$ cat src/rtl/wsp_pkg.sv
package wsp_pkg;

    // Datapath widths.
    localparam int DELTA_W    = 16;   // encoder deltas wrap to 16 bits
    localparam int MAG_W      = 17;   // magnitude of a 16-bit delta, up to 32768
    localparam int ACC_W      = 49;   // signed accumulator of the PID sum
    localparam int MPLR_W     = 16;   // multiplier operand of the serial MAC
    localparam int DVD_W      = 48;   // dividend shift register of the divider
    localparam int DVS_W      = 16;   // divisor width
    localparam int QUO_W      = 16;   // only the low quotient bits are ever needed
    localparam int STEP_W     = 6;    // holds a step count up to DVD_W
    localparam int CFG_IDX_W  = 3;
    localparam int CFG_DATA_W = 16;

    // Significant dividend bits of the three divisions.
    localparam int BIAS_BITS = 26;
    localparam int RATE_BITS = 22;
    localparam int GAIN_BITS = 48;

    localparam logic [31:0]       MIN_INTERVAL = 32'd200;
    localparam logic [DVS_W-1:0]  BIAS_SCALE   = 16'd10000;
    localparam logic [DVS_W-1:0]  GAIN_SCALE   = 16'd1000;
    localparam logic [MPLR_W-1:0] RATE_SCALE   = 16'd100;

    // Register indexes.
    localparam logic [CFG_IDX_W-1:0] CFG_GAIN_P       = 3'd0;
    localparam logic [CFG_IDX_W-1:0] CFG_GAIN_I       = 3'd1;
    localparam logic [CFG_IDX_W-1:0] CFG_GAIN_D       = 3'd2;
    localparam logic [CFG_IDX_W-1:0] CFG_TICK_BIAS    = 3'd3;
    localparam logic [CFG_IDX_W-1:0] CFG_ADJUST_LIMIT = 3'd4;
    localparam logic [CFG_IDX_W-1:0] CFG_SPEED_LIMIT  = 3'd5;
    localparam logic [CFG_IDX_W-1:0] CFG_BASE_LEFT    = 3'd6;
    localparam logic [CFG_IDX_W-1:0] CFG_BASE_RIGHT   = 3'd7;

    // Register reset values.
    localparam logic [15:0]        RST_GAIN_P       = 16'd900;
    localparam logic [15:0]        RST_GAIN_I       = 16'd1800;
    localparam logic [15:0]        RST_GAIN_D       = 16'd0;
    localparam logic signed [10:0] RST_TICK_BIAS    = -11'sd90;
    localparam logic [6:0]         RST_ADJUST_LIMIT = 7'd5;
    localparam logic [6:0]         RST_SPEED_LIMIT  = 7'd100;
    localparam logic signed [7:0]  RST_BASE_SPEED   = 8'sd0;

    typedef enum logic [4:0] {
        S_IDLE,
        S_CHECK,
        S_BIAS_MUL,
        S_BIAS_MUL_W,
        S_BIAS_DIV,
        S_BIAS_DIV_W,
        S_RATE_MUL,
        S_RATE_MUL_W,
        S_RATE_DIV,
        S_RATE_DIV_W,
        S_PID_P,
        S_PID_P_W,
        S_PID_I,
        S_PID_I_W,
        S_PID_D,
        S_PID_D_W,
        S_GAIN_DIV,
        S_GAIN_DIV_W,
        S_ADJUST,
        S_SPEED,
        S_OUT
    } t_state;

    typedef struct packed {
        logic start;
        logic clear;
    } t_mac_cmd;

    typedef struct packed {
        logic              start;
        logic [STEP_W-1:0] steps;
    } t_div_cmd;

endpackage

$ cat src/rtl/wsp_mac.sv
module wsp_mac
    import wsp_pkg::*;
(
    input  logic              i_clk,
    input  logic              i_rst_n,
    input  t_mac_cmd          i_cmd,
    input  logic [ACC_W-1:0]  i_mcand,
    input  logic [MPLR_W-1:0] i_mplier,
    output logic [ACC_W-1:0]  o_acc,
    output logic              o_busy
);

    logic [ACC_W-1:0]  r_acc;
    logic [ACC_W-1:0]  r_mcand;
    logic [MPLR_W-1:0] r_mplier;

    // Multiplier bits leave one per cycle, LSB first; the run ends as soon as
    // the remaining bits are all zero.
    always_ff @(posedge i_clk) begin
        if (!i_rst_n) begin
            r_mplier <= '0;
        end else if (i_cmd.start) begin
            r_mplier <= i_mplier;
        end else if (r_mplier != '0) begin
            r_mplier <= r_mplier >> 1;
        end
    end

    always_ff @(posedge i_clk) begin
        if (i_cmd.start) begin
            r_mcand <= i_mcand;
            if (i_cmd.clear) begin
                r_acc <= '0;
            end
        end else if (r_mplier != '0) begin
            if (r_mplier[0]) begin
                r_acc <= r_acc + r_mcand;
            end
            r_mcand <= r_mcand << 1;
        end
    end

    assign o_acc  = r_acc;
    assign o_busy = (r_mplier != '0);

endmodule

$ cat src/rtl/wsp_div.sv
module wsp_div
    import wsp_pkg::*;
(
    input  logic             i_clk,
    input  logic             i_rst_n,
    input  t_div_cmd         i_cmd,
    input  logic [DVD_W-1:0] i_dividend,
    input  logic [DVS_W-1:0] i_divisor,
    output logic [QUO_W-1:0] o_quotient,
    output logic             o_busy
);

    logic [DVD_W-1:0]  r_dvd;
    logic [DVS_W-1:0]  r_dvs;
    logic [DVS_W-1:0]  r_rem;
    logic [QUO_W-1:0]  r_quo;
    logic [STEP_W-1:0] r_cnt;

    logic [DVS_W:0] n_trial;
    logic [DVS_W:0] n_sub;
    logic           n_ge;

    // Restoring division, one quotient bit per cycle. The dividend arrives
    // left-aligned so that a short dividend needs only as many steps as bits.
    always_comb begin
        n_trial = {r_rem, r_dvd[DVD_W-1]};
        n_sub   = n_trial - {1'b0, r_dvs};
        n_ge    = (n_trial >= {1'b0, r_dvs});
    end

    always_ff @(posedge i_clk) begin
        if (!i_rst_n) begin
            r_cnt <= '0;
        end else if (i_cmd.start) begin
            r_cnt <= i_cmd.steps;
        end else if (r_cnt != '0) begin
            r_cnt <= r_cnt - 1'b1;
        end
    end

    always_ff @(posedge i_clk) begin
        if (i_cmd.start) begin
            r_dvd <= i_dividend;
            r_dvs <= i_divisor;
            r_rem <= '0;
            r_quo <= '0;
        end else if (r_cnt != '0) begin
            r_dvd <= r_dvd << 1;
            r_rem <= n_ge ? n_sub[DVS_W-1:0] : n_trial[DVS_W-1:0];
            r_quo <= {r_quo[QUO_W-2:0], n_ge};
        end
    end

    assign o_quotient = r_quo;
    assign o_busy     = (r_cnt != '0);

endmodule

$ cat src/rtl/wheel_sync_pid.sv
// Keeps the two wheels of a differential drive in step. Each accepted item carries a
// millisecond timestamp and both encoder positions and yields exactly one result item.
// The first item after reset only records the time; an item less than 200 ms after the
// last update returns updated = 0 with all other fields zero. Otherwise the block
// forms the biased, rate-normalized left/right tick difference, runs the PID, moves
// the two clamped adjustments and returns both clamped speeds with a write flag for
// each side whose speed changed. Items are processed one at a time. A first or early
// item goes straight to the output state; how long an update lasts from one accepted
// item to the next is set by the shared serial divider (one quotient bit per
// cycle: 26 steps for the bias, 22 for the rate, 48 for the PID scale) and the serial
// multiply-accumulate unit (one multiplier bit per cycle, ending early once the
// remaining bits are zero, so small gains and bias finish sooner). A finished result
// waits in the output register while the next item is accepted. Only the low 16 bits
// of each position matter, since deltas wrap to 16 bits.
module wheel_sync_pid
    import wsp_pkg::*;
#(
    parameter int POS_WIDTH = 32
) (
    input  logic                        i_clk,
    input  logic                        i_rst_n,
    input  logic                        i_in_valid,
    output logic                        o_in_stall,
    input  logic [31:0]                 i_time_ms,
    input  logic signed [POS_WIDTH-1:0] i_left_position,
    input  logic signed [POS_WIDTH-1:0] i_right_position,
    output logic                        o_out_valid,
    input  logic                        i_out_stall,
    output logic                        o_updated,
    output logic signed [7:0]           o_left_speed,
    output logic signed [7:0]           o_right_speed,
    output logic                        o_left_write,
    output logic                        o_right_write,
    input  logic                        i_cfg_we,
    input  logic [CFG_IDX_W-1:0]        i_cfg_idx,
    input  logic [CFG_DATA_W-1:0]       i_cfg_data
);

    function automatic logic [7:0] f_clamp(input logic signed [16:0] v,
                                           input logic [6:0] lim);
        logic signed [16:0] hi;
        logic signed [16:0] lo;
        hi = $signed({10'd0, lim});
        lo = -hi;
        if (v > hi) begin
            f_clamp = hi[7:0];
        end else if (v < lo) begin
            f_clamp = lo[7:0];
        end else begin
            f_clamp = v[7:0];
        end
    endfunction

    t_state r_state, n_state;

    // Configuration registers.
    logic [15:0]        r_gain_p, r_gain_i, r_gain_d;
    logic signed [10:0] r_tick_bias;
    logic [6:0]         r_adjust_limit, r_speed_limit;
    logic signed [7:0]  r_base_left, r_base_right;

    // Captured item.
    logic [31:0]         r_now;
    logic [DELTA_W-1:0]  r_lpos, r_rpos;

    // Controller state kept across items.
    logic                r_seen_first;
    logic [31:0]         r_last_time;
    logic [DELTA_W-1:0]  r_prev_lpos, r_prev_rpos;
    logic [31:0]         r_error_sum;
    logic [15:0]         r_last_error;
    logic [7:0]          r_left_adjust, r_right_adjust;
    logic [7:0]          r_last_left_out, r_last_right_out;

    // Working registers of one update.
    logic [MAG_W-1:0]  r_lmag, r_rmag;
    logic              r_ldir_neg, r_rdir_neg;
    logic [15:0]       r_ms;
    logic [15:0]       r_num_mag;
    logic              r_num_neg;
    logic [15:0]       r_diff;
    logic [16:0]       r_delta;
    logic [14:0]       r_adj;
    logic              r_res_upd, r_res_lw, r_res_rw;

    // Output register.
    logic              r_out_valid;
    logic              r_out_upd, r_out_lw, r_out_rw;
    logic [7:0]        r_out_ls, r_out_rs;

    // Serial units.
    t_mac_cmd          mac_cmd;
    logic [ACC_W-1:0]  mac_mcand;
    logic [MPLR_W-1:0] mac_mplier;
    logic [ACC_W-1:0]  mac_acc;
    logic              mac_busy;
    t_div_cmd          div_cmd;
    logic [DVD_W-1:0]  div_dividend;
    logic [DVS_W-1:0]  div_divisor;
    logic [QUO_W-1:0]  div_quo;
    logic              div_busy;

    // Datapath values.
    logic [31:0]        n_dt;
    logic               n_early;
    logic [DELTA_W-1:0] n_dl, n_dr;
    logic [MAG_W-1:0]   n_lmag, n_rmag;
    logic [15:0]        n_ms;
    logic [10:0]        n_tb_abs;
    logic [12:0]        n_bias;
    logic [17:0]        n_num;
    logic [17:0]        n_num_abs;
    logic [15:0]        n_diff;
    logic [31:0]        n_error_sum;
    logic [16:0]        n_delta;
    logic [ACC_W-1:0]   n_acc_abs;
    logic [15:0]        n_p;
    logic [16:0]        n_adj17;
    logic [16:0]        n_lsum, n_rsum;
    logic [7:0]         n_left_adjust, n_right_adjust;
    logic [16:0]        n_lspd, n_rspd;
    logic [7:0]         n_ls, n_rs;
    logic               n_out_load;

    wsp_mac u_mac (
        .i_clk    (i_clk),
        .i_rst_n  (i_rst_n),
        .i_cmd    (mac_cmd),
        .i_mcand  (mac_mcand),
        .i_mplier (mac_mplier),
        .o_acc    (mac_acc),
        .o_busy   (mac_busy)
    );

    wsp_div u_div (
        .i_clk      (i_clk),
        .i_rst_n    (i_rst_n),
        .i_cmd      (div_cmd),
        .i_dividend (div_dividend),
        .i_divisor  (div_divisor),
        .o_quotient (div_quo),
        .o_busy     (div_busy)
    );

    always_comb begin
        n_dt    = r_now - r_last_time;
        n_early = (n_dt < MIN_INTERVAL);
        n_dl    = r_lpos - r_prev_lpos;
        n_dr    = r_rpos - r_prev_rpos;
        // A zero delta counts as forward.
        n_lmag  = n_dl[DELTA_W-1] ? (MAG_W'(0) - {1'b1, n_dl}) : {1'b0, n_dl};
        n_rmag  = n_dr[DELTA_W-1] ? (MAG_W'(0) - {1'b1, n_dr}) : {1'b0, n_dr};
        n_ms    = (n_dt[31:16] != '0) ? 16'hFFFF : n_dt[15:0];

        n_tb_abs = r_tick_bias[10] ? (11'd0 - r_tick_bias) : r_tick_bias;
        n_bias   = r_tick_bias[10] ? (13'd0 - {1'b0, div_quo[11:0]})
                                   : {1'b0, div_quo[11:0]};
        n_num     = {1'b0, r_lmag} - {1'b0, r_rmag} + {{5{n_bias[12]}}, n_bias};
        n_num_abs = n_num[17] ? (18'd0 - n_num) : n_num;

        n_diff      = r_num_neg ? (16'd0 - {1'b0, div_quo[14:0]})
                                : {1'b0, div_quo[14:0]};
        n_error_sum = r_error_sum + {{16{n_diff[15]}}, n_diff};
        n_delta     = {n_diff[15], n_diff} - {r_last_error[15], r_last_error};

        n_acc_abs = mac_acc[ACC_W-1] ? (ACC_W'(0) - mac_acc) : mac_acc;
        n_p       = mac_acc[ACC_W-1] ? (16'd0 - div_quo) : div_quo;

        n_adj17 = {{2{r_adj[14]}}, r_adj};
        n_lsum  = r_ldir_neg ? ({{9{r_left_adjust[7]}}, r_left_adjust} + n_adj17)
                             : ({{9{r_left_adjust[7]}}, r_left_adjust} - n_adj17);
        n_rsum  = r_rdir_neg ? ({{9{r_right_adjust[7]}}, r_right_adjust} - n_adj17)
                             : ({{9{r_right_adjust[7]}}, r_right_adjust} + n_adj17);
        n_left_adjust  = f_clamp($signed(n_lsum), r_adjust_limit);
        n_right_adjust = f_clamp($signed(n_rsum), r_adjust_limit);

        n_lspd = {{9{r_base_left[7]}}, r_base_left}
               + {{9{r_left_adjust[7]}}, r_left_adjust};
        n_rspd = {{9{r_base_right[7]}}, r_base_right}
               + {{9{r_right_adjust[7]}}, r_right_adjust};
        n_ls   = f_clamp($signed(n_lspd), r_speed_limit);
        n_rs   = f_clamp($signed(n_rspd), r_speed_limit);

        n_out_load = (r_state == S_OUT) && (!r_out_valid || !i_out_stall);
    end

    // Next state.
    always_comb begin
        n_state = r_state;
        case (r_state)
            S_IDLE:       if (i_in_valid) n_state = S_CHECK;
            S_CHECK:      n_state = (!r_seen_first || n_early) ? S_OUT : S_BIAS_MUL;
            S_BIAS_MUL:   n_state = S_BIAS_MUL_W;
            S_BIAS_MUL_W: if (!mac_busy) n_state = S_BIAS_DIV;
            S_BIAS_DIV:   n_state = S_BIAS_DIV_W;
            S_BIAS_DIV_W: if (!div_busy) n_state = S_RATE_MUL;
            S_RATE_MUL:   n_state = S_RATE_MUL_W;
            S_RATE_MUL_W: if (!mac_busy) n_state = S_RATE_DIV;
            S_RATE_DIV:   n_state = S_RATE_DIV_W;
            S_RATE_DIV_W: if (!div_busy) n_state = S_PID_P;
            S_PID_P:      n_state = S_PID_P_W;
            S_PID_P_W:    if (!mac_busy) n_state = S_PID_I;
            S_PID_I:      n_state = S_PID_I_W;
            S_PID_I_W:    if (!mac_busy) n_state = S_PID_D;
            S_PID_D:      n_state = S_PID_D_W;
            S_PID_D_W:    if (!mac_busy) n_state = S_GAIN_DIV;
            S_GAIN_DIV:   n_state = S_GAIN_DIV_W;
            S_GAIN_DIV_W: if (!div_busy) n_state = S_ADJUST;
            S_ADJUST:     n_state = S_SPEED;
            S_SPEED:      n_state = S_OUT;
            S_OUT:        if (n_out_load) n_state = S_IDLE;
            default:      n_state = S_IDLE;
        endcase
    end

    // Commands and operands of the serial units.
    always_comb begin
        mac_cmd      = '0;
        mac_mcand    = '0;
        mac_mplier   = '0;
        div_cmd      = '0;
        div_dividend = '0;
        div_divisor  = '0;
        case (r_state)
            S_BIAS_MUL: begin
                mac_cmd.start = 1'b1;
                mac_cmd.clear = 1'b1;
                mac_mcand     = {{(ACC_W-MAG_W){1'b0}}, r_rmag};
                mac_mplier    = {{(MPLR_W-11){1'b0}}, n_tb_abs};
            end
            S_BIAS_DIV: begin
                div_cmd.start = 1'b1;
                div_cmd.steps = STEP_W'(BIAS_BITS);
                div_dividend  = {mac_acc[BIAS_BITS-1:0], {(DVD_W-BIAS_BITS){1'b0}}};
                div_divisor   = BIAS_SCALE;
            end
            S_RATE_MUL: begin
                mac_cmd.start = 1'b1;
                mac_cmd.clear = 1'b1;
                mac_mcand     = {{(ACC_W-16){1'b0}}, r_num_mag};
                mac_mplier    = RATE_SCALE;
            end
            S_RATE_DIV: begin
                div_cmd.start = 1'b1;
                div_cmd.steps = STEP_W'(RATE_BITS);
                div_dividend  = {mac_acc[RATE_BITS-1:0], {(DVD_W-RATE_BITS){1'b0}}};
                div_divisor   = r_ms;
            end
            S_PID_P: begin
                mac_cmd.start = 1'b1;
                mac_cmd.clear = 1'b1;
                mac_mcand     = {{(ACC_W-16){r_diff[15]}}, r_diff};
                mac_mplier    = r_gain_p;
            end
            S_PID_I: begin
                mac_cmd.start = 1'b1;
                mac_mcand     = {{(ACC_W-32){r_error_sum[31]}}, r_error_sum};
                mac_mplier    = r_gain_i;
            end
            S_PID_D: begin
                mac_cmd.start = 1'b1;
                mac_mcand     = {{(ACC_W-17){r_delta[16]}}, r_delta};
                mac_mplier    = r_gain_d;
            end
            S_GAIN_DIV: begin
                div_cmd.start = 1'b1;
                div_cmd.steps = STEP_W'(GAIN_BITS);
                div_dividend  = n_acc_abs[GAIN_BITS-1:0];
                div_divisor   = GAIN_SCALE;
            end
            default: begin
            end
        endcase
    end

    assign o_in_stall = (r_state != S_IDLE);

    always_ff @(posedge i_clk) begin
        if (!i_rst_n) begin
            r_state <= S_IDLE;
        end else begin
            r_state <= n_state;
        end
    end

    // Configuration registers.
    always_ff @(posedge i_clk) begin
        if (!i_rst_n) begin
            r_gain_p       <= RST_GAIN_P;
            r_gain_i       <= RST_GAIN_I;
            r_gain_d       <= RST_GAIN_D;
            r_tick_bias    <= RST_TICK_BIAS;
            r_adjust_limit <= RST_ADJUST_LIMIT;
            r_speed_limit  <= RST_SPEED_LIMIT;
            r_base_left    <= RST_BASE_SPEED;
            r_base_right   <= RST_BASE_SPEED;
        end else if (i_cfg_we) begin
            case (i_cfg_idx)
                CFG_GAIN_P:       r_gain_p       <= i_cfg_data;
                CFG_GAIN_I:       r_gain_i       <= i_cfg_data;
                CFG_GAIN_D:       r_gain_d       <= i_cfg_data;
                CFG_TICK_BIAS:    r_tick_bias    <= i_cfg_data[10:0];
                CFG_ADJUST_LIMIT: r_adjust_limit <= i_cfg_data[6:0];
                CFG_SPEED_LIMIT:  r_speed_limit  <= i_cfg_data[6:0];
                CFG_BASE_LEFT:    r_base_left    <= i_cfg_data[7:0];
                CFG_BASE_RIGHT:   r_base_right   <= i_cfg_data[7:0];
                default: begin
                end
            endcase
        end
    end

    // Controller state that persists from one item to the next.
    always_ff @(posedge i_clk) begin
        if (!i_rst_n) begin
            r_seen_first     <= 1'b0;
            r_last_time      <= '0;
            r_prev_lpos      <= '0;
            r_prev_rpos      <= '0;
            r_error_sum      <= '0;
            r_last_error     <= '0;
            r_left_adjust    <= '0;
            r_right_adjust   <= '0;
            r_last_left_out  <= '0;
            r_last_right_out <= '0;
        end else begin
            case (r_state)
                S_CHECK: begin
                    if (!r_seen_first) begin
                        r_seen_first <= 1'b1;
                        r_last_time  <= r_now;
                    end else if (!n_early) begin
                        r_last_time <= r_now;
                        r_prev_lpos <= r_lpos;
                        r_prev_rpos <= r_rpos;
                    end
                end
                S_RATE_DIV_W: begin
                    if (!div_busy) begin
                        r_error_sum  <= n_error_sum;
                        r_last_error <= n_diff;
                    end
                end
                S_ADJUST: begin
                    r_left_adjust  <= n_left_adjust;
                    r_right_adjust <= n_right_adjust;
                end
                S_SPEED: begin
                    r_last_left_out  <= n_ls;
                    r_last_right_out <= n_rs;
                end
                default: begin
                end
            endcase
        end
    end

    // Working registers of one item.
    always_ff @(posedge i_clk) begin
        case (r_state)
            S_IDLE: begin
                r_now  <= i_time_ms;
                r_lpos <= i_left_position[DELTA_W-1:0];
                r_rpos <= i_right_position[DELTA_W-1:0];
            end
            S_CHECK: begin
                r_lmag     <= n_lmag;
                r_rmag     <= n_rmag;
                r_ldir_neg <= n_dl[DELTA_W-1];
                r_rdir_neg <= n_dr[DELTA_W-1];
                r_ms       <= n_ms;
                r_res_upd  <= 1'b0;
                r_res_lw   <= 1'b0;
                r_res_rw   <= 1'b0;
            end
            S_BIAS_DIV_W: begin
                if (!div_busy) begin
                    r_num_mag <= n_num_abs[15:0];
                    r_num_neg <= n_num[17];
                end
            end
            S_RATE_DIV_W: begin
                if (!div_busy) begin
                    r_diff  <= n_diff;
                    r_delta <= n_delta;
                end
            end
            S_GAIN_DIV_W: begin
                // Floor of half the wrapped PID output.
                if (!div_busy) begin
                    r_adj <= n_p[15:1];
                end
            end
            S_SPEED: begin
                r_res_upd <= 1'b1;
                r_res_lw  <= (n_ls != r_last_left_out);
                r_res_rw  <= (n_rs != r_last_right_out);
            end
            default: begin
            end
        endcase
    end

    // Output register: holds one result until taken.
    always_ff @(posedge i_clk) begin
        if (!i_rst_n) begin
            r_out_valid <= 1'b0;
        end else if (n_out_load) begin
            r_out_valid <= 1'b1;
        end else if (!i_out_stall) begin
            r_out_valid <= 1'b0;
        end
    end

    always_ff @(posedge i_clk) begin
        if (n_out_load) begin
            r_out_upd <= r_res_upd;
            r_out_lw  <= r_res_lw;
            r_out_rw  <= r_res_rw;
            r_out_ls  <= r_res_upd ? r_last_left_out : 8'd0;
            r_out_rs  <= r_res_upd ? r_last_right_out : 8'd0;
        end
    end

    assign o_out_valid   = r_out_valid;
    assign o_updated     = r_out_upd;
    assign o_left_speed  = r_out_ls;
    assign o_right_speed = r_out_rs;
    assign o_left_write  = r_out_lw;
    assign o_right_write = r_out_rw;

`ifndef SYNTHESIS
    a_units_exclusive: assert property (@(posedge i_clk) disable iff (!i_rst_n)
        !(mac_busy && div_busy))
        else $error("multiplier and divider busy at the same time");

    a_idle_result_zero: assert property (@(posedge i_clk) disable iff (!i_rst_n)
        (o_out_valid && !o_updated) |->
            (o_left_speed == 8'sd0 && o_right_speed == 8'sd0 &&
             !o_left_write && !o_right_write))
        else $error("result without update carries nonzero fields");

    a_speed_bound: assert property (@(posedge i_clk) disable iff (!i_rst_n)
        (o_out_valid && o_updated) |->
            ($signed(o_left_speed) <= $signed({1'b0, r_speed_limit}) &&
             $signed(o_left_speed) >= -$signed({1'b0, r_speed_limit}) &&
             $signed(o_right_speed) <= $signed({1'b0, r_speed_limit}) &&
             $signed(o_right_speed) >= -$signed({1'b0, r_speed_limit})))
        else $error("commanded speed outside the speed limit");

    a_load_from_out: assert property (@(posedge i_clk) disable iff (!i_rst_n)
        (r_state == S_OUT && !r_out_valid) |=> o_out_valid)
        else $error("finished result not presented");
`endif

endmodule

$ cat config.mk
export PLATFORM = sky130hd
export DESIGN_NAME = wheel_sync_pid
export DESIGN_NICKNAME = d
export VERILOG_FILES = /design/src/rtl/wsp_pkg.sv /design/src/rtl/wsp_mac.sv /design/src/rtl/wsp_div.sv /design/src/rtl/wheel_sync_pid.sv
export SDC_FILE = /design/constraint.sdc
export NUM_CORES = 2
export LEC_CHECK = 0
export ABC_AREA = 1
export BUFFER_PORTS_ARGS = -buffer_cell sky130_fd_sc_hd__buf_2
export CAP_MARGIN = 40
export CORE_ASPECT_RATIO = 0.75
export CORE_UTILIZATION = 35
export DETAILED_ROUTE_END_ITERATION = 16
export SETUP_SLACK_MARGIN = 0.05
export SKIP_LAST_GASP = 1
export SLEW_MARGIN = 25
export SYNTH_ARGS = -nofsm -noshare
export SYNTH_HDL_FRONTEND = slang
export SYNTH_HIERARCHICAL = 1
export SYNTH_SLANG_ARGS = --single-unit
export TNS_END_PERCENT = 20
$ cat constraint.sdc
create_clock -name i_clk -period 5.72 [get_ports i_clk]
set_input_delay 1.144 -clock i_clk [delete_from_list [all_inputs] [get_ports i_clk]]
set_output_delay 1.144 -clock i_clk [all_outputs]
set_load 0.01 [all_outputs]
* After elaboration in Yosys (flattened, before gate mapping)
Cells that the tools add are included.
** Cells by class
- Shift-type cells :: 0
- Bitwise operators :: 2
- Multiply operators :: 0
- Add/sub/neg operators :: 26
- Reductions and logical operators :: 33
- Order comparisons :: 10
- Eq/ne operators :: 42
- Divide/modulo/power cells :: 0
- Muxes and demuxes :: 57
** Operators with widths (number)
- 49-bit two-way mux :: 6
- 49-bit one-hot mux with 5 select lines :: 1
- 48-bit two-way mux :: 3
- 48-bit one-hot mux with 3 select lines :: 1
- 5-bit one-hot mux with 21 select lines :: 1
- 16-bit two-way mux :: 6
- 16-bit one-hot mux with 5 select lines :: 1
- 32-bit two-way mux :: 2
- 8-bit two-way mux :: 8
- 5-bit two-way mux :: 11
- 49-bit adder :: 1
- 16-bit one-hot mux with 3 select lines :: 1
- 1-bit by 48-bit subtractor with 48-bit output (first input constant) :: 1
- 16-bit subtractor :: 3
- 5-bit by 4-bit equality test with 1-bit output (second input constant) :: 8
- 17-bit by 8-bit greater-than comparator with 1-bit output :: 2
- 17-bit less-than comparator :: 2
- 9-bit by 17-bit less-than comparator with 1-bit output :: 2
- 17-bit two-way mux :: 2
- 7-bit negation with 17-bit output :: 2
- 1-bit by 17-bit subtractor with 17-bit output (first input constant) :: 2
- 32-bit adder :: 1
- 8-bit by 15-bit adder with 16-bit output :: 2
- 32-bit by 8-bit less-than comparator with 1-bit output (second input constant) :: 1
- other kinds (45) :: 100
** Storage, ports and cells
- Output and inout port bits :: 21
- Register bits after elaboration :: 659
- Bits in read-only memories :: 0
- Latch bits :: 0
- Memories :: 0
- Bits in writable memories :: 0
- Logic and storage cells :: 221
- Input port bits :: 120

* Depth between registers and ports, before layout
- Depth after elaboration :: 6
- Depth in mapped cells :: 35
- Mapped depth without buffers :: 35

* By module
Netlist, hierarchy kept.
** Modules (own cells, without submodules)
- wheel_sync_pid :: area each 33642.3 um^2, instances 1, sequential area each 10900.5 um^2, cells each 4729
- wsp_mac :: area each 8709.6 um^2, instances 1, sequential area each 3263.1 um^2, cells each 1330
- wsp_div :: area each 5111.2 um^2, instances 1, sequential area each 2682.6 um^2, cells each 610

* Worst setup path before layout
Ideal clock, no wire load.
- Path kind :: register to output
- From :: reg r_state[2]
- To :: out o_in_stall
- Path buffers :: 0
- Cell stages (with the launch flop) :: 7
- Slack :: 0.782 ns
- Arrival :: 3.794 ns
- Data required time :: 4.576 ns
- Path through :: dfxtp_1 nor2_1 inv_1 nor2_1 inv_1 nor2_1 inv_1
** On the way
- Word-level cells in the longest chain between the ends :: 1
** Ends and longest elaborated chain
- start: declaration :: RTL line wheel_sync_pid.sv:54 : t_state r_state, n_state;
- start signal: assignment :: RTL line wheel_sync_pid.sv:282 : r_state <= n_state;
- 5-bit nonzero test :: RTL line wheel_sync_pid.sv:276 : assign o_in_stall = (r_state != S_IDLE);
- end: declaration :: RTL line wheel_sync_pid.sv:23 : output logic o_in_stall,
Every way passes these cells.

* Final worst setup path
- From :: reg u_div.r_quo[0] (netlist: u_div/o_quotient[0])
- To :: reg r_num_mag[13], data pin
** On the way
- Word-level cells in the longest chain between the ends :: 5
** Ends and longest elaborated chain
- start: declaration :: RTL line wsp_div.sv:16 : logic [QUO_W-1:0] r_quo;
- start signal: assignment :: RTL line wsp_div.sv:50 : r_quo <= {r_quo[QUO_W-2:0], n_ge};
- 1-bit by 12-bit subtractor with 13-bit output :: RTL line wheel_sync_pid.sv:156 : n_bias = r_tick_bias[10] ? (13'd0 - {1'b0, div_quo[11:0]})
- 13-bit two-way mux (*) :: RTL line wheel_sync_pid.sv:156
- 18-bit adder (*) :: RTL line wheel_sync_pid.sv:158 : n_num = {1'b0, r_lmag} - {1'b0, r_rmag} + {{5{n_bias[12]}}, n_bias};
- 1-bit by 16-bit subtractor with 16-bit output :: RTL line wheel_sync_pid.sv:159 : n_num_abs = n_num[17] ? (18'd0 - n_num) : n_num;
- 16-bit two-way mux (*) :: RTL line wheel_sync_pid.sv:159
- named net n_num_abs[13] :: RTL line wheel_sync_pid.sv:112 : logic [17:0] n_num_abs;
- end signal: assignment :: RTL line wheel_sync_pid.sv:378 : r_num_mag <= n_num_abs[15:0];
- end: declaration :: RTL line wheel_sync_pid.sv:79 : logic [15:0] r_num_mag;
Mark *: on every way through the listed nets, which the timed path passes. The rest lies on a longest branch.
A chain may end at the register's enable or synchronous reset.

==> qor.txt <==
gr busiest metal - met1
grt met1 use - 31.0%
synthesized area - 47500 µm²
fmax - 196 MHz
GRT met2 Usage - 28.6%
arrival time at the worst endpoint - 5.52 ns
I/O Pins - 141
Critical path buffers and inverters - 3
fin cells - 8572
Port Buf Inserts - 108
worst hold path startpoint - r_res_rw$_DFFE_PP_
Worst slew margin - 43.1%
Critical Path RT - 6.13 ns
Hold Buf Count CTS - 0
crit path time final - 5.11 ns
postcts setup bufs - 0
Cells after Synth - 6669
worst r2r src - u_div/o_quotient[0]$_SDFFE_PP0P_
Synth area leaders - edfxtp_1 23%, nand2_1 15%, dfxtp_1 12%
Worst Skew - 0.0288 ns
TritonCTS buffer count - 74
initial antenna violation count - 9
status - finished, final reports clean
worst skew pair latency - 0.68 ns
layout net count - 7229
number of synthesized flops with an enable pin - 365
global-route wire length before repair - 218000 µm
CP max stage delay - 0.50 ns
slowest CP cell - fa_1
Die Span X - 427 µm
clock slew at reported path FFs - 0.06 ns
Min Hold Slack - 0.426 ns
CTS resizes - 0
Routed WL - 138000 µm
layout cells sized above 1 - 7.47%
pwr dens - 568 nW/µm²
met3 usage - 2.50%
core box area - 134000 µm²
Layout area overhead - 10.5%
Global Route Usage Sum - 19.9%
worst-margin pin slew - 0.845 ns
CP delay by family, top - simple AND/OR/NAND/NOR gates
most frequent cells in the layout - 1873 x nand2_1, 1038 x inv_1, 555 x nor2_1
Initial Util - 35.4%
Iter 0 DRT Violations - 3799
DRC errors left - 0
hpwl dp - 106000 µm
reg2reg end - r_num_mag[13]$_DFFE_PP_
largest net degree at the start of global routing - 135
max-slew violation count - 0
# rows - 116
Max-Cap Viols - 0
Die Area - 137000 µm²
asr flop ratio synth - 0%
Crit path top cell by count - nand2_1
Inst Count DP - 8436
Routed wire per std cell - 16.1 µm
R2R setup slack - 0.61 ns
CP Class - register to register
via count - 42900
Primary FF master, synth - edfxtp_1
worst-path cell chain - inv_1, nand3_1, nor3_1, nand4_1, nor4_1, xor2_1, o21ai_0, fa_1, inv_1, ha_1, nand2_1, o21ai_0, a21oi_1, nand2_1, a21oi_1, nor2_1, o21ai_0, nand2_1, xnor2_4, buf_4, nand2_1, nand2_1, nand2_1
Crit path depth - 23
CTS sink cnt - 659
TritonCTS clock tree - yes
maximum VDD drop - 0.598 mV
largest area contributor in the netlist - edfxtp_1
Die Span Y - 321 µm
Clock H-tree levels - 3
RePlAce Congestion - 0.929
drt first pass iters - 8
Mean Syn Cell Area - 7.12 µm²
crit end category - register
CP Launch Type - register
clk buf depth - 3
Antenna diodes - 0
Vias/cell - 5.01
Hold Path Depth - 0
synth unique cells - 66
Clock Root Buffer - clkbuf_16
Hold Fails Final Rpt - 0
RSZ-0062 raised after global routing - true
commonest non-fill, non-tap cell in the layout - nand2_1
Hold Crit Class - register to register
LEAKAGE - 25.2 nW
vias in the first global route - 39200
flops & latches, synth - 659
Synth top area share - 23.1%
reg2reg path depth - 23
YS warnings - 6
Remaining Overflow, GRT - 0
Period Utilization, post-route - 89.4%
antenna viol nets, final - 0
Hold Path End - o_right_write$_DFFE_PP_
crit-path max FO - 31
final setup fails - 0
total power draw - 29.8 mW
part of the Yosys area used for sequential elements - 35.5%
metal layers:
layer,routed length (µm),up-vias
met5,39,-
met4,2330,6
met3,8370,162
met2,55600,1145
met1,71800,19800
li1,-,21800
state kept, by name, summed over array words and instances (netlist names), 17 cells and up:
name / flops
r_error_sum: 32
r_rmag: 17
r_lmag: 17
r_last_time: 32
u_mac/o_acc: 49
u_mac/r_mcand: 49
r_delta: 17
r_now: 32
u_div/r_dvd: 48
worst register-to-register path, delay by kind of cell, from the launching register on:
family	cells	cell delay (ns)
flip-flops	1	0.34
AO/OA/AOI/OAI	5	1.04
buffers and inverters	3	0.56
adder cells (fa/ha/maj)	2	0.77
XOR/XNOR	2	0.33
AND/OR/NAND/NOR	11	1.83
cell families after synthesis:
| family | share of synthesized area, % |
|---|---|
| other cells | 0.00790 |
| buf+inv | 10.1 |
| fa+ha+maj | 10.1 |
| simple gates | 27.4 |
| xor+xnor | 3.68 |
| flops | 35.5 |
| compound gates | 13.2 |
Yosys cell counts, types with 12 or more instances:
master / instances
nor2_1: 566
clkbuf_1: 117
nand2_1: 1874
nand3_1: 306
o221ai_1: 17
fa_1: 28
inv_1: 1039
a31oi_1: 15
nor2_2: 68
xor2_1: 143
xnor2_1: 50
ha_1: 337
o21ai_0: 414
a21o_1: 12
a21oi_1: 422
edfxtp_1: 365
nand2_2: 30
nand3_2: 16
a221oi_1: 13
a21oi_2: 24
nand4_1: 72
o22ai_1: 23
o21a_1: 12
a22o_1: 18
o21ai_1: 34
o211ai_1: 50
nor3_1: 77
or2_2: 12
nand3b_1: 20
inv_2: 24
o21bai_1: 22
dfxtp_1: 294
buf_1: 12
buf_2: 16
where the power goes:
part / internal [mW] / switching [mW]
logic: 5.75 / 11.4
registers: 6.98 / 0.733
clock network: 2.78 / 2.12
final cells by class:
type	instances	area, µm²
fill	13900	81500
clock inverter	39	409
multi-input combinational	4776	25900
clock buffer	95	2010
timing repair buffer	163	1060
sequential	659	16800
inverter	1070	4030
tap	1770	2210
metrics by stage:
| stage | cell area, µm² | setup slack [ns] | setup TNS (ns) | utilization, % |
|---|---|---|---|---|
| 5_1_grt | 52500 | -0.0348 | -0.123 | 39.2 |
| 6_report | 52500 | 0.608 | 0 | 39.2 |
| 2_1_floorplan | 47500 | 0.782 | 0 | - |
| 3_3_place_gp | 49900 | 0.526 | 0 | 37.2 |
| 3_5_place_dp | 50000 | 0.476 | 0 | 37.3 |
| 4_1_cts | 52400 | 0.467 | 0 | 39.1 |
worst max path at each step:
stage / startpoint / end / slack [ns]
finish: u_div/o_quotient[0]$_SDFFE_PP0P_ / r_num_mag[13]$_DFFE_PP_ / 0.61
global route: u_div/o_quotient[0]$_SDFFE_PP0P_ / r_num_mag[11]$_DFFE_PP_ / -0.03
CTS: r_adj[0]$_DFFE_PP_ / r_left_adjust[5]$_SDFFE_PN0P_ / 0.47
detailed placement: r_adj[0]$_DFFE_PP_ / r_left_adjust[5]$_SDFFE_PN0P_ / 0.48
global placement: r_adj[0]$_DFFE_PP_ / r_left_adjust[2]$_SDFFE_PN0P_ / 0.53
floorplan: r_state[2]$_SDFFE_PN0P_ / o_in_stall / 0.78
(Power assumes the default switching activity.)
